**config.mk**
```make
export PLATFORM = sky130hd
export DESIGN_NAME = pitch_note_event_tracker_unit
export DESIGN_NICKNAME = d
export VERILOG_FILES = /design/src/pnet_pkg.sv /design/src/pitch_note_event_tracker_unit.sv
export SDC_FILE = /design/constraint.sdc
export NUM_CORES = 2
export LEC_CHECK = 0
export BUFFER_PORTS_ARGS = -buffer_cell sky130_fd_sc_hd__buf_2
export CAP_MARGIN = 30
export CORE_AREA = 3 3 318 554
export DETAILED_ROUTE_END_ITERATION = 12
export DIE_AREA = 0 0 321 557
export PLACE_DENSITY = 0.78
export SYNTH_ARGS = -nofsm -noshare
export SYNTH_HDL_FRONTEND = slang
export SYNTH_SLANG_ARGS = --single-unit
```
**constraint.sdc**
```tcl
create_clock -name clk -period 8.05 [get_ports clk]
set_clock_uncertainty 0.2 [all_clocks]
set_input_delay 0.4025 -clock clk [delete_from_list [all_inputs] [get_ports clk]]
set_output_delay 0.4025 -clock clk [all_outputs]
set_load 0.01 [all_outputs]
```
**src/pnet_pkg.sv**
```systemverilog
// ----------------------------------------------------------------------------
// pnet_pkg
// Types, constants and the velocity threshold table of the pitch note event
// tracker.
// ----------------------------------------------------------------------------
`default_nettype none
package pnet_pkg;

  localparam int PITCHES       = 32;
  localparam int PIDX_W        = $clog2(PITCHES);
  localparam int AGE_MAX       = 255;
  localparam int GLOBAL_MEMORY = 3;
  localparam int GLOBAL_AGE_MAX = 4;
  localparam int REL_MAX       = 15;

  localparam logic [63:0] VEL_FLOOR = 64'd98;
  localparam logic [63:0] VEL_SPAN  = 64'd10387;
  localparam logic [63:0] LN2_Q24   = 64'd11629080;
  localparam logic [63:0] VEL_DEN   = 64'd63504;

  // configuration register indexes
  localparam logic [3:0] CFG_NEW_FLOOR  = 4'd0;
  localparam logic [3:0] CFG_RETRIG     = 4'd1;
  localparam logic [3:0] CFG_GLOBAL     = 4'd2;
  localparam logic [3:0] CFG_ATTACK     = 4'd3;
  localparam logic [3:0] CFG_RELEASE    = 4'd4;
  localparam logic [3:0] CFG_REFRACT    = 4'd5;
  localparam logic [3:0] CFG_MEMORY     = 4'd6;
  localparam logic [3:0] CFG_BASE       = 4'd7;

  localparam logic EV_OFF = 1'b0;
  localparam logic EV_ON  = 1'b1;

  typedef struct packed {
    logic        mode;
    logic        activity;
    logic        onset;
    logic [15:0] attack_level;
    logic [15:0] host_offset;
    logic        last_element;
  } in_item_t;

  typedef struct packed {
    logic        event_kind;
    logic [6:0]  note_pitch;
    logic [6:0]  note_velocity;
    logic [15:0] event_offset;
    logic        last_event;
  } out_item_t;

  // one loaded frame element
  typedef struct packed {
    logic        act;
    logic        onset;
    logic [15:0] attack;
  } frame_ent_t;

  // tracking state of one pitch
  typedef struct packed {
    logic        active;
    logic        onset_high;
    logic [3:0]  attack_cnt;
    logic [3:0]  release_cnt;
    logic [3:0]  refract_cnt;
    logic [15:0] pend_attack;
    logic [7:0]  pend_attack_age;
    logic [7:0]  pend_onset_age;
  } pitch_ent_t;

  typedef logic [127:0][15:0] vel_tab_t;

  // thresholds for velocities 2..127, entries 0 and 1 are zero
  function automatic vel_tab_t vel_table();
    vel_tab_t    t;
    logic [63:0] d, n, num, q, r, m, k, frac, log2q, lnq, off;
    t = '0;
    for (int v = 2; v < 128; v++) begin
      d   = 64'(2 * v - 3);
      n   = VEL_DEN - d * d;
      num = VEL_DEN << 30;
      q   = '0;
      r   = '0;
      // long division by shift and subtract
      for (int i = 63; i >= 0; i--) begin
        r = {r[62:0], num[i]};
        if (r >= n) begin
          r    = r - n;
          q[i] = 1'b1;
        end
      end
      m = q;
      k = '0;
      for (int j = 0; j < 40; j++) begin
        if (m >= 64'h8000_0000) begin
          m = m >> 1;
          k = k + 64'd1;
        end
      end
      frac = '0;
      for (int i = 0; i < 24; i++) begin
        m    = (m * m) >> 30;
        frac = frac << 1;
        if (m >= 64'h8000_0000) begin
          m    = m >> 1;
          frac = frac | 64'd1;
        end
      end
      log2q = (k << 24) | frac;
      lnq   = (log2q * LN2_Q24) >> 24;
      off   = ((lnq * VEL_SPAN + 64'hFF_FFFF) >> 24) + VEL_FLOOR;
      t[v]  = (off > 64'hFFFF) ? 16'hFFFF : off[15:0];
    end
    return t;
  endfunction

  localparam vel_tab_t VEL_THR = vel_table();

endpackage
`default_nettype wire

```
**src/pitch_note_event_tracker_unit.sv**
```systemverilog
// ----------------------------------------------------------------------------
// pitch_note_event_tracker_unit
// Loads per-pitch frame elements into a frame memory and, on the last element
// or a release-all command, walks a pitch state memory and emits note events.
// ----------------------------------------------------------------------------
// An element that is not last is only stored; busy stays low. A last element
// or release-all walks all pitches: each pitch is read, then evaluated, then
// may pass a note-off state and a 7-step velocity search with a note-on state;
// a finish state ends the walk. Each event is held until the next one is found
// and leaves the cycle after that, the final one the cycle after the finish.
// Synchronous reset clears config to defaults, pitch valid bits and counters.
`default_nettype none
module pitch_note_event_tracker_unit (
  input  wire                  clk,
  input  wire                  rst_n,
  input  wire                  start,
  output logic                 busy,
  input  pnet_pkg::in_item_t   in_data,
  output logic                 out_strobe,
  output pnet_pkg::out_item_t  out_data,
  input  wire                  cfg_we,
  input  wire  [3:0]           cfg_index,
  input  wire  [15:0]          cfg_wdata
);
  import pnet_pkg::*;

  typedef enum logic [6:0] {
    ST_IDLE = 7'b0000001,
    ST_RD   = 7'b0000010,
    ST_EV   = 7'b0000100,
    ST_OFF  = 7'b0001000,
    ST_VEL  = 7'b0010000,
    ST_ON   = 7'b0100000,
    ST_FIN  = 7'b1000000
  } state_t;

  state_t state_r, state_nxt;

  // configuration
  logic [15:0] new_floor_r, retrig_floor_r, global_floor_r;
  logic [3:0]  attack_frames_r, release_frames_r, refract_frames_r;
  logic [7:0]  memory_frames_r;
  logic [6:0]  base_pitch_r;

  always_ff @(posedge clk) begin
    if (!rst_n) begin
      new_floor_r      <= 16'd131;
      retrig_floor_r   <= 16'd164;
      global_floor_r   <= 16'd983;
      attack_frames_r  <= 4'd2;
      release_frames_r <= 4'd4;
      refract_frames_r <= 4'd6;
      memory_frames_r  <= 8'd12;
      base_pitch_r     <= 7'd40;
    end else if (cfg_we) begin
      case (cfg_index)
        CFG_NEW_FLOOR: new_floor_r      <= cfg_wdata;
        CFG_RETRIG:    retrig_floor_r   <= cfg_wdata;
        CFG_GLOBAL:    global_floor_r   <= cfg_wdata;
        CFG_ATTACK:    attack_frames_r  <= cfg_wdata[3:0];
        CFG_RELEASE:   release_frames_r <= cfg_wdata[3:0];
        CFG_REFRACT:   refract_frames_r <= cfg_wdata[3:0];
        CFG_MEMORY:    memory_frames_r  <= cfg_wdata[7:0];
        CFG_BASE:      base_pitch_r     <= cfg_wdata[6:0];
        default: ;
      endcase
    end
  end

  // memories and per-pitch valid bits
  frame_ent_t fmem [PITCHES];
  pitch_ent_t smem [PITCHES];
  logic [PITCHES-1:0] vld_r;

  frame_ent_t fm_q;
  pitch_ent_t st_q;
  logic       vld_q;

  logic [PIDX_W-1:0] elem_cnt_r, p_r;
  logic [15:0] peak_r, gatt_r;
  logic [2:0]  gage_r;
  logic        rel_r;
  logic [15:0] offset_r;

  logic accept, load_we;
  assign accept  = start && (state_r == ST_IDLE);
  assign load_we = accept && !in_data.mode;
  assign busy    = (state_r != ST_IDLE);

  // evaluation results
  logic       do_on_r, off_n, on_n;
  logic [15:0] e_r, e_n;
  pitch_ent_t st_n;
  logic [6:0] vcur_r;
  logic [2:0] bit_r;

  always_ff @(posedge clk) begin
    if (load_we) begin
      fmem[elem_cnt_r] <= '{act: in_data.activity, onset: in_data.onset,
                            attack: in_data.attack_level};
    end
    if (state_r == ST_EV && !rel_r) begin
      smem[p_r] <= st_n;
    end
    if (state_r == ST_RD) begin
      fm_q  <= fmem[p_r];
      st_q  <= smem[p_r];
      vld_q <= vld_r[p_r];
    end
  end

  // per-pitch update
  always_comb begin
    pitch_ent_t s;
    logic       rising, afresh, ofresh, gfresh;
    logic [4:0] c;
    logic [15:0] half;
    s      = vld_q ? st_q : '0;
    off_n  = 1'b0;
    on_n   = 1'b0;
    half   = {1'b0, gatt_r[15:1]};
    gfresh = (gage_r <= 3'(GLOBAL_MEMORY)) && (gatt_r >= global_floor_r);
    if (fm_q.attack > s.pend_attack) begin
      s.pend_attack     = fm_q.attack;
      s.pend_attack_age = '0;
    end else begin
      if (s.pend_attack_age != 8'(AGE_MAX)) s.pend_attack_age = s.pend_attack_age + 8'd1;
      if (s.pend_attack_age > memory_frames_r) s.pend_attack = '0;
    end
    rising       = fm_q.onset && !s.onset_high;
    s.onset_high = fm_q.onset;
    if (rising) s.pend_onset_age = '0;
    else if (s.pend_onset_age != 8'(AGE_MAX)) s.pend_onset_age = s.pend_onset_age + 8'd1;
    if (s.refract_cnt != '0) s.refract_cnt = s.refract_cnt - 4'd1;
    afresh = s.pend_attack_age <= memory_frames_r;
    ofresh = s.pend_onset_age <= memory_frames_r;
    e_n    = (s.pend_attack > half) ? s.pend_attack : half;
    c      = {1'b0, s.attack_cnt} + 5'd1;
    if (!s.active) begin
      if (fm_q.act) s.attack_cnt = (c < {1'b0, attack_frames_r}) ? c[3:0] : attack_frames_r;
      else          s.attack_cnt = '0;
      if (s.attack_cnt >= attack_frames_r &&
          ((ofresh && gfresh) || (afresh && s.pend_attack >= new_floor_r))) begin
        on_n              = 1'b1;
        s.active          = 1'b1;
        s.attack_cnt      = '0;
        s.release_cnt     = '0;
        s.refract_cnt     = refract_frames_r;
        s.pend_attack     = '0;
        s.pend_attack_age = '0;
        s.pend_onset_age  = 8'(AGE_MAX);
      end
    end else if (rising && s.refract_cnt == '0 &&
                 ((afresh && s.pend_attack >= retrig_floor_r) || gfresh)) begin
      off_n             = 1'b1;
      on_n              = 1'b1;
      s.refract_cnt     = refract_frames_r;
      s.pend_attack     = '0;
      s.pend_attack_age = '0;
      s.pend_onset_age  = 8'(AGE_MAX);
      s.release_cnt     = '0;
    end else if (!fm_q.act) begin
      if (s.release_cnt != 4'(REL_MAX)) s.release_cnt = s.release_cnt + 4'd1;
      if (s.release_cnt >= release_frames_r) begin
        off_n            = 1'b1;
        s.active         = 1'b0;
        s.attack_cnt     = '0;
        s.release_cnt    = '0;
        s.refract_cnt    = '0;
        s.pend_onset_age = 8'(AGE_MAX);
      end
    end else begin
      s.release_cnt = '0;
    end
    if (rel_r) begin
      off_n = vld_q && st_q.active;
      on_n  = 1'b0;
    end
    st_n = s;
  end

  // frame peak and global attack on accepted elements
  logic [15:0] fpeak;
  logic [2:0]  gage_inc;
  assign fpeak    = (in_data.attack_level > peak_r) ? in_data.attack_level : peak_r;
  assign gage_inc = (gage_r < 3'(GLOBAL_AGE_MAX)) ? gage_r + 3'd1 : gage_r;

  // event sequencing
  logic       at_end;
  state_t     adv_state;
  logic       push_v, flush;
  out_item_t  push_ev, pend_r, fin_ev;
  logic       pend_v_r;
  logic [6:0] cand;

  assign at_end    = (p_r == PIDX_W'(PITCHES - 1));
  assign adv_state = at_end ? ST_FIN : ST_RD;
  assign cand      = vcur_r | (7'd1 << bit_r);

  always_comb begin
    state_nxt = state_r;
    case (state_r)
      ST_IDLE: if (accept && (in_data.mode || in_data.last_element)) state_nxt = ST_RD;
      ST_RD:   state_nxt = ST_EV;
      ST_EV:   state_nxt = off_n ? ST_OFF : (on_n ? ST_VEL : adv_state);
      ST_OFF:  state_nxt = do_on_r ? ST_VEL : adv_state;
      ST_VEL:  if (bit_r == 3'd0) state_nxt = ST_ON;
      ST_ON:   state_nxt = adv_state;
      ST_FIN:  state_nxt = ST_IDLE;
      default: state_nxt = ST_IDLE;
    endcase
  end

  always_comb begin
    push_v  = (state_r == ST_OFF) || (state_r == ST_ON);
    flush   = (state_r == ST_FIN);
    push_ev.event_kind    = (state_r == ST_ON) ? EV_ON : EV_OFF;
    push_ev.note_pitch    = 7'(base_pitch_r + 7'(p_r));
    push_ev.note_velocity = (state_r == ST_ON) ? vcur_r : 7'd0;
    push_ev.event_offset  = offset_r;
    push_ev.last_event    = 1'b0;
    fin_ev                = pend_r;
    fin_ev.last_event     = 1'b1;
  end

  always_ff @(posedge clk) begin
    if (!rst_n) begin
      state_r    <= ST_IDLE;
      vld_r      <= '0;
      elem_cnt_r <= '0;
      peak_r     <= '0;
      gatt_r     <= '0;
      gage_r     <= 3'(GLOBAL_AGE_MAX);
      pend_v_r   <= 1'b0;
      out_strobe <= 1'b0;
    end else begin
      state_r <= state_nxt;
      if (load_we) begin
        if (in_data.last_element) begin
          elem_cnt_r <= '0;
          peak_r     <= '0;
          if (fpeak >= gatt_r) begin
            gatt_r <= fpeak;
            gage_r <= '0;
          end else begin
            gage_r <= gage_inc;
            if (gage_inc > 3'(GLOBAL_MEMORY)) gatt_r <= '0;
          end
        end else begin
          peak_r <= fpeak;
          if (elem_cnt_r != PIDX_W'(PITCHES - 1)) elem_cnt_r <= elem_cnt_r + PIDX_W'(1);
        end
      end
      if (state_r == ST_EV && !rel_r) vld_r[p_r] <= 1'b1;
      if (flush && rel_r) vld_r <= '0;
      // one-event holdback so the final event can carry last_event
      if (push_v) begin
        out_strobe <= pend_v_r;
        pend_v_r   <= 1'b1;
      end else if (flush) begin
        out_strobe <= pend_v_r;
        pend_v_r   <= 1'b0;
      end else begin
        out_strobe <= 1'b0;
      end
    end
  end

  always_ff @(posedge clk) begin
    if (accept) begin
      rel_r    <= in_data.mode;
      offset_r <= in_data.host_offset;
      p_r      <= '0;
    end
    if ((state_r == ST_EV || state_r == ST_OFF || state_r == ST_ON) &&
        state_nxt == ST_RD) begin
      p_r <= p_r + PIDX_W'(1);
    end
    if (state_r == ST_EV) begin
      do_on_r  <= on_n;
      e_r      <= e_n;
      vcur_r   <= '0;
      bit_r    <= 3'd6;
    end
    if (state_r == ST_VEL) begin
      if (VEL_THR[cand] <= e_r) vcur_r <= cand;
      bit_r <= bit_r - 3'd1;
    end
    if (push_v) begin
      out_data <= pend_r;
      pend_r   <= push_ev;
    end else if (flush) begin
      out_data <= fin_ev;
    end
  end

  assert property (@(posedge clk) disable iff (!rst_n)
    out_strobe |-> $past(busy))
    else $error("event beat outside a walk");

  assert property (@(posedge clk) disable iff (!rst_n)
    (out_strobe && out_data.event_kind == EV_ON) |-> (out_data.note_velocity != 7'd0))
    else $error("note on with zero velocity");

  assert property (@(posedge clk) disable iff (!rst_n)
    (out_strobe && out_data.event_kind == EV_OFF) |-> (out_data.note_velocity == 7'd0))
    else $error("note off with nonzero velocity");

  assert property (@(posedge clk) disable iff (!rst_n)
    (start && !busy && (in_data.mode || in_data.last_element)) |=> busy)
    else $error("walk did not start");

  assert property (@(posedge clk) disable iff (!rst_n)
    (state_r == ST_FIN) |=> !pend_v_r)
    else $error("held event left after walk");

endmodule
`default_nettype wire

```
==> results.md <==
### Clock tree
* TritonCTS clock tree: done
* Inserted Clock Buffers: 196
* number of gates given a new drive strength after cts: 0
* sinks on the clock net: 2381
* level count of the clock H-tree: 4
* CTS clock-pin slew for the worst setup and hold paths: 70 ps
* cell at the root of the clock tree: clkbuf_16
* clock latency at the later pin of the worst-skew pair: 850 ps
* maximum clock insertion buffer count: 4

### Logic synthesis
* top-area cell type share of the netlist area: 0.693
* register bit total from synthesis: 2381
* synthesized netlist cell count: 5284
* number of flops mapped to enable cells by yosys: 2218
* cell type with the largest total area after synthesis: edfxtp_1
* YS warnings: 0
* most frequent cells after synthesis: edfxtp_1, mux4_2, nor2_1
* cell area after technology mapping: 96100 um^2
* cell types occupying the most area after synthesis: edfxtp_1, mux4_2, dfxtp_1, ha_1, a22oi_1
* number of unique standard cell types used by synthesis: 83
* leading cell type by number of instances after synthesis: edfxtp_1
* Mean Syn Cell Area: 18.2 um^2
* share of the yosys chip area belonging to registers: 0.727
* proportion of register bits with asynchronous set or reset after synthesis: 0
* net count after synthesis: 5545
* dominant register cell in the synthesized netlist: edfxtp_1

### Timing
* Setup Viol. Count Final: 0
* Final min period: 7360 ps
* Worst Tran Pin Value: 1170 ps
* Slew headroom: 0.218
* share of the clock period used by the worst path after layout: 0.915
* hold violation count in the final report: 0
* setup repair after global routing missed its margin: false
* highest achievable clock rate: 0.136 GHz
* worst hold margin: 50.3 ps
* Slew Limit Fails: 0
* summed negative setup slack over all endpoints: 0 ps

### Floorplan
* Core Footprint: 172000 um^2
* # rows: 201
* DIE AREA: 179000 um^2
* # IOs: 94
* Die Ht: 557 um
* Die Span X: 321 um
* effective utilization at floorplan: 0.559

### Drt
* count of unresolved DRC violations after routing: 0
* number of routed nets with antenna violations: 0
* average routed wire per standard cell: 35.0 um
* vias: 54900
* violation count after the first detailed-routing iteration: 7668
* number of vias per cell: 6.92
* drt first pass iters: 8
* final routed wirelength across all metal layers: 278000 um

### Setup path
* Worst path max stage delay: 840 ps
* reg-to-reg critical path endpoint: smem[21][35]$_DFFE_PP_
* Critical Path Source Type: flop
* Max FO, Critical Path: 39
* required time at the worst-slack endpoint: 8340 ps
* timing startpoint of the critical path: vld_q$_DFFE_PP_
* gate family responsible for the most delay along the worst path: compound AO/OA/AOI/OAI gates
* reg2reg start: vld_q$_DFFE_PP_
* element type at the critical path end: flop
* kind of critical path: reg -> reg
* Slowest cell on crit path: a22o_1
* cell count of the worst reg-to-reg path: 25
* R2R setup slack: 690 ps
* arrival time at the worst endpoint: 7660 ps
* buffers and inverters on the worst path: 5

### Placement
* Post-DP Area: 100000 um^2
* post-DP HPWL: 161000 um
* Placed Cells incl. Taps: 7517
* placer's final routability congestion estimate: 0.943
* Port Buffers: 93

### Final layout
* Area Overhead vs Synth: 11.8%
* number of nets in the finished design: 5802
* cell area after layout: 107000 um^2
* layout cell share with drive strength beyond 1: 0.219
* Finished Layout Cells: 7933

### Power
* IR drop worst, VDD: 204 uV
* Lkg Pwr: 34.8 nW
* total power of the final layout: 25.6 mW
* power density of the placed cells: 238 nW/um^2

### GRT
* vias in the first global route: 55000
* total overflow reported by the global router: 0
* antenna violations before repair: 7
* pin count of the biggest net entering global routing: 128
* aggregate global-route resource usage: 0.310
* global-route wire length before repair: 394000 um

### Worst hold path
* min-delay worst type: in -> reg
* hold endpoint: gatt_r[13]$_SDFFE_PN0P_
* launch instance of the worst min-delay path: in_data[30]
* Hold Path Stages: 3

### Status
* status: finished, final reports clean

### Job
* maxcap violations: 0

==> where the power goes <==
group,internal [mW],switching [mW]
combinational,0.844,1.39
sequential,13.7,0.0408
clock,5.26,4.37
total,19.8,5.80
==> cell usage in the layout (no fill, tap or decap), types with 22 or more instances in the layout <==
| cell type | n |
|---|---|
| buf_2 | 95 |
| clkbuf_1 | 37 |
| buf_4 | 183 |
| a22oi_1 | 266 |
| clkinv_1 | 35 |
| nor2_2 | 42 |
| clkbuf_16 | 202 |
| nor3_1 | 37 |
| mux2i_1 | 38 |
| ha_1 | 200 |
| nand2_1 | 251 |
| o211ai_1 | 28 |
| mux4_2 | 521 |
| edfxtp_1 | 2218 |
| nor2_1 | 218 |
| clkinv_2 | 33 |
| a21oi_1 | 147 |
| o21ai_0 | 83 |
| nand3_1 | 44 |
| a211oi_1 | 25 |
| nor2_4 | 32 |
| a21o_1 | 43 |
| a22o_1 | 22 |
| inv_1 | 167 |
| dfxtp_1 | 163 |
| and2_1 | 24 |
| nand4_1 | 93 |
| dlygate4sd3_1 | 50 |
==> sequential cells by signal (all words and copies together), names as in the netlist, 5 cells and up <==
signal,cells
base_pitch_r,7
e_r,16
elem_cnt_r,5
fin_ev,31
fm_q,18
fmem,576
gatt_r,16
global_floor_r,16
memory_frames_r,8
new_floor_r,16
offset_r,16
out_data,32
p_r,5
peak_r,16
retrig_floor_r,16
smem,1472
st_q,46
state_r,7
vcur_r,7
vld_r,32
==> layer usage <==
| layer | global-route usage | up-vias | wire [um] |
|---|---|---|---|
| met5 | 0 | - | 12 |
| met4 | 0.241 | 2 | 26300 |
| met3 | 0.0452 | 1117 | 25100 |
| met2 | 0.530 | 4048 | 141000 |
| met1 | 0.352 | 27800 | 85300 |
| li1 | - | 21900 | - |
==> worst min-delay path: cells and delay by family <==
family / cells / cell delay [ps]
buffers and inverters: 1 / 330
AOI/OAI and AO/OA: 2 / 280
==> through the flow <==
stage	util	setup WS, ps
2_1_floorplan	-	599
3_3_place_gp	0.583	1020
3_5_place_dp	0.584	870
4_1_cts	0.624	852
5_1_grt	0.625	356
6_report	0.625	685
==> logic make-up (layout without fill, tap and decap cells) <==
logic type | Yosys count | count (layout) | synth area share
compound gates | 785 | 785 | 0.0570
fa+ha+maj | 201 | 201 | 0.0263
mux | 565 | 565 | 0.127
buf+inv | 464 | 876 | 0.0186
simple gates | 864 | 864 | 0.0421
flops | 2381 | 2381 | 0.727
other cells | 0 | 4 | 0
xor+xnor | 24 | 24 | 0.00219
==> cell type report <==
type,count,area [um^2]
clock buffers,243,5250
diodes,4,10.0
multi-input cells,2439,25000
fillers,11300,64600
repair buffers,353,2850
clock inverters,110,1080
inverters,170,638
well taps,2233,2790
flip-flops and latches,2381,69900
==> worst max path at each step <==
stage                                         to  slack (ps)  cells past startpoint
after CTS                 smem[21][35]$_DFFE_PP_         850                     26
final                     smem[21][35]$_DFFE_PP_         690                     25
after global routing      smem[21][35]$_DFFE_PP_         360                     25
after detailed placement  smem[18][35]$_DFFE_PP_         870                     25
after floorplan            smem[0][38]$_DFFE_PP_         600                     28
after global placement    smem[18][35]$_DFFE_PP_        1020                     25
==> what timing repair did <==
action | CTS | global route
hold buffers | 50 | 0
buffers inserted | 0 | 0
endpoints found under the hold margin | 424 | 0
No activity file was read; power rests on OpenSTA's default activity.
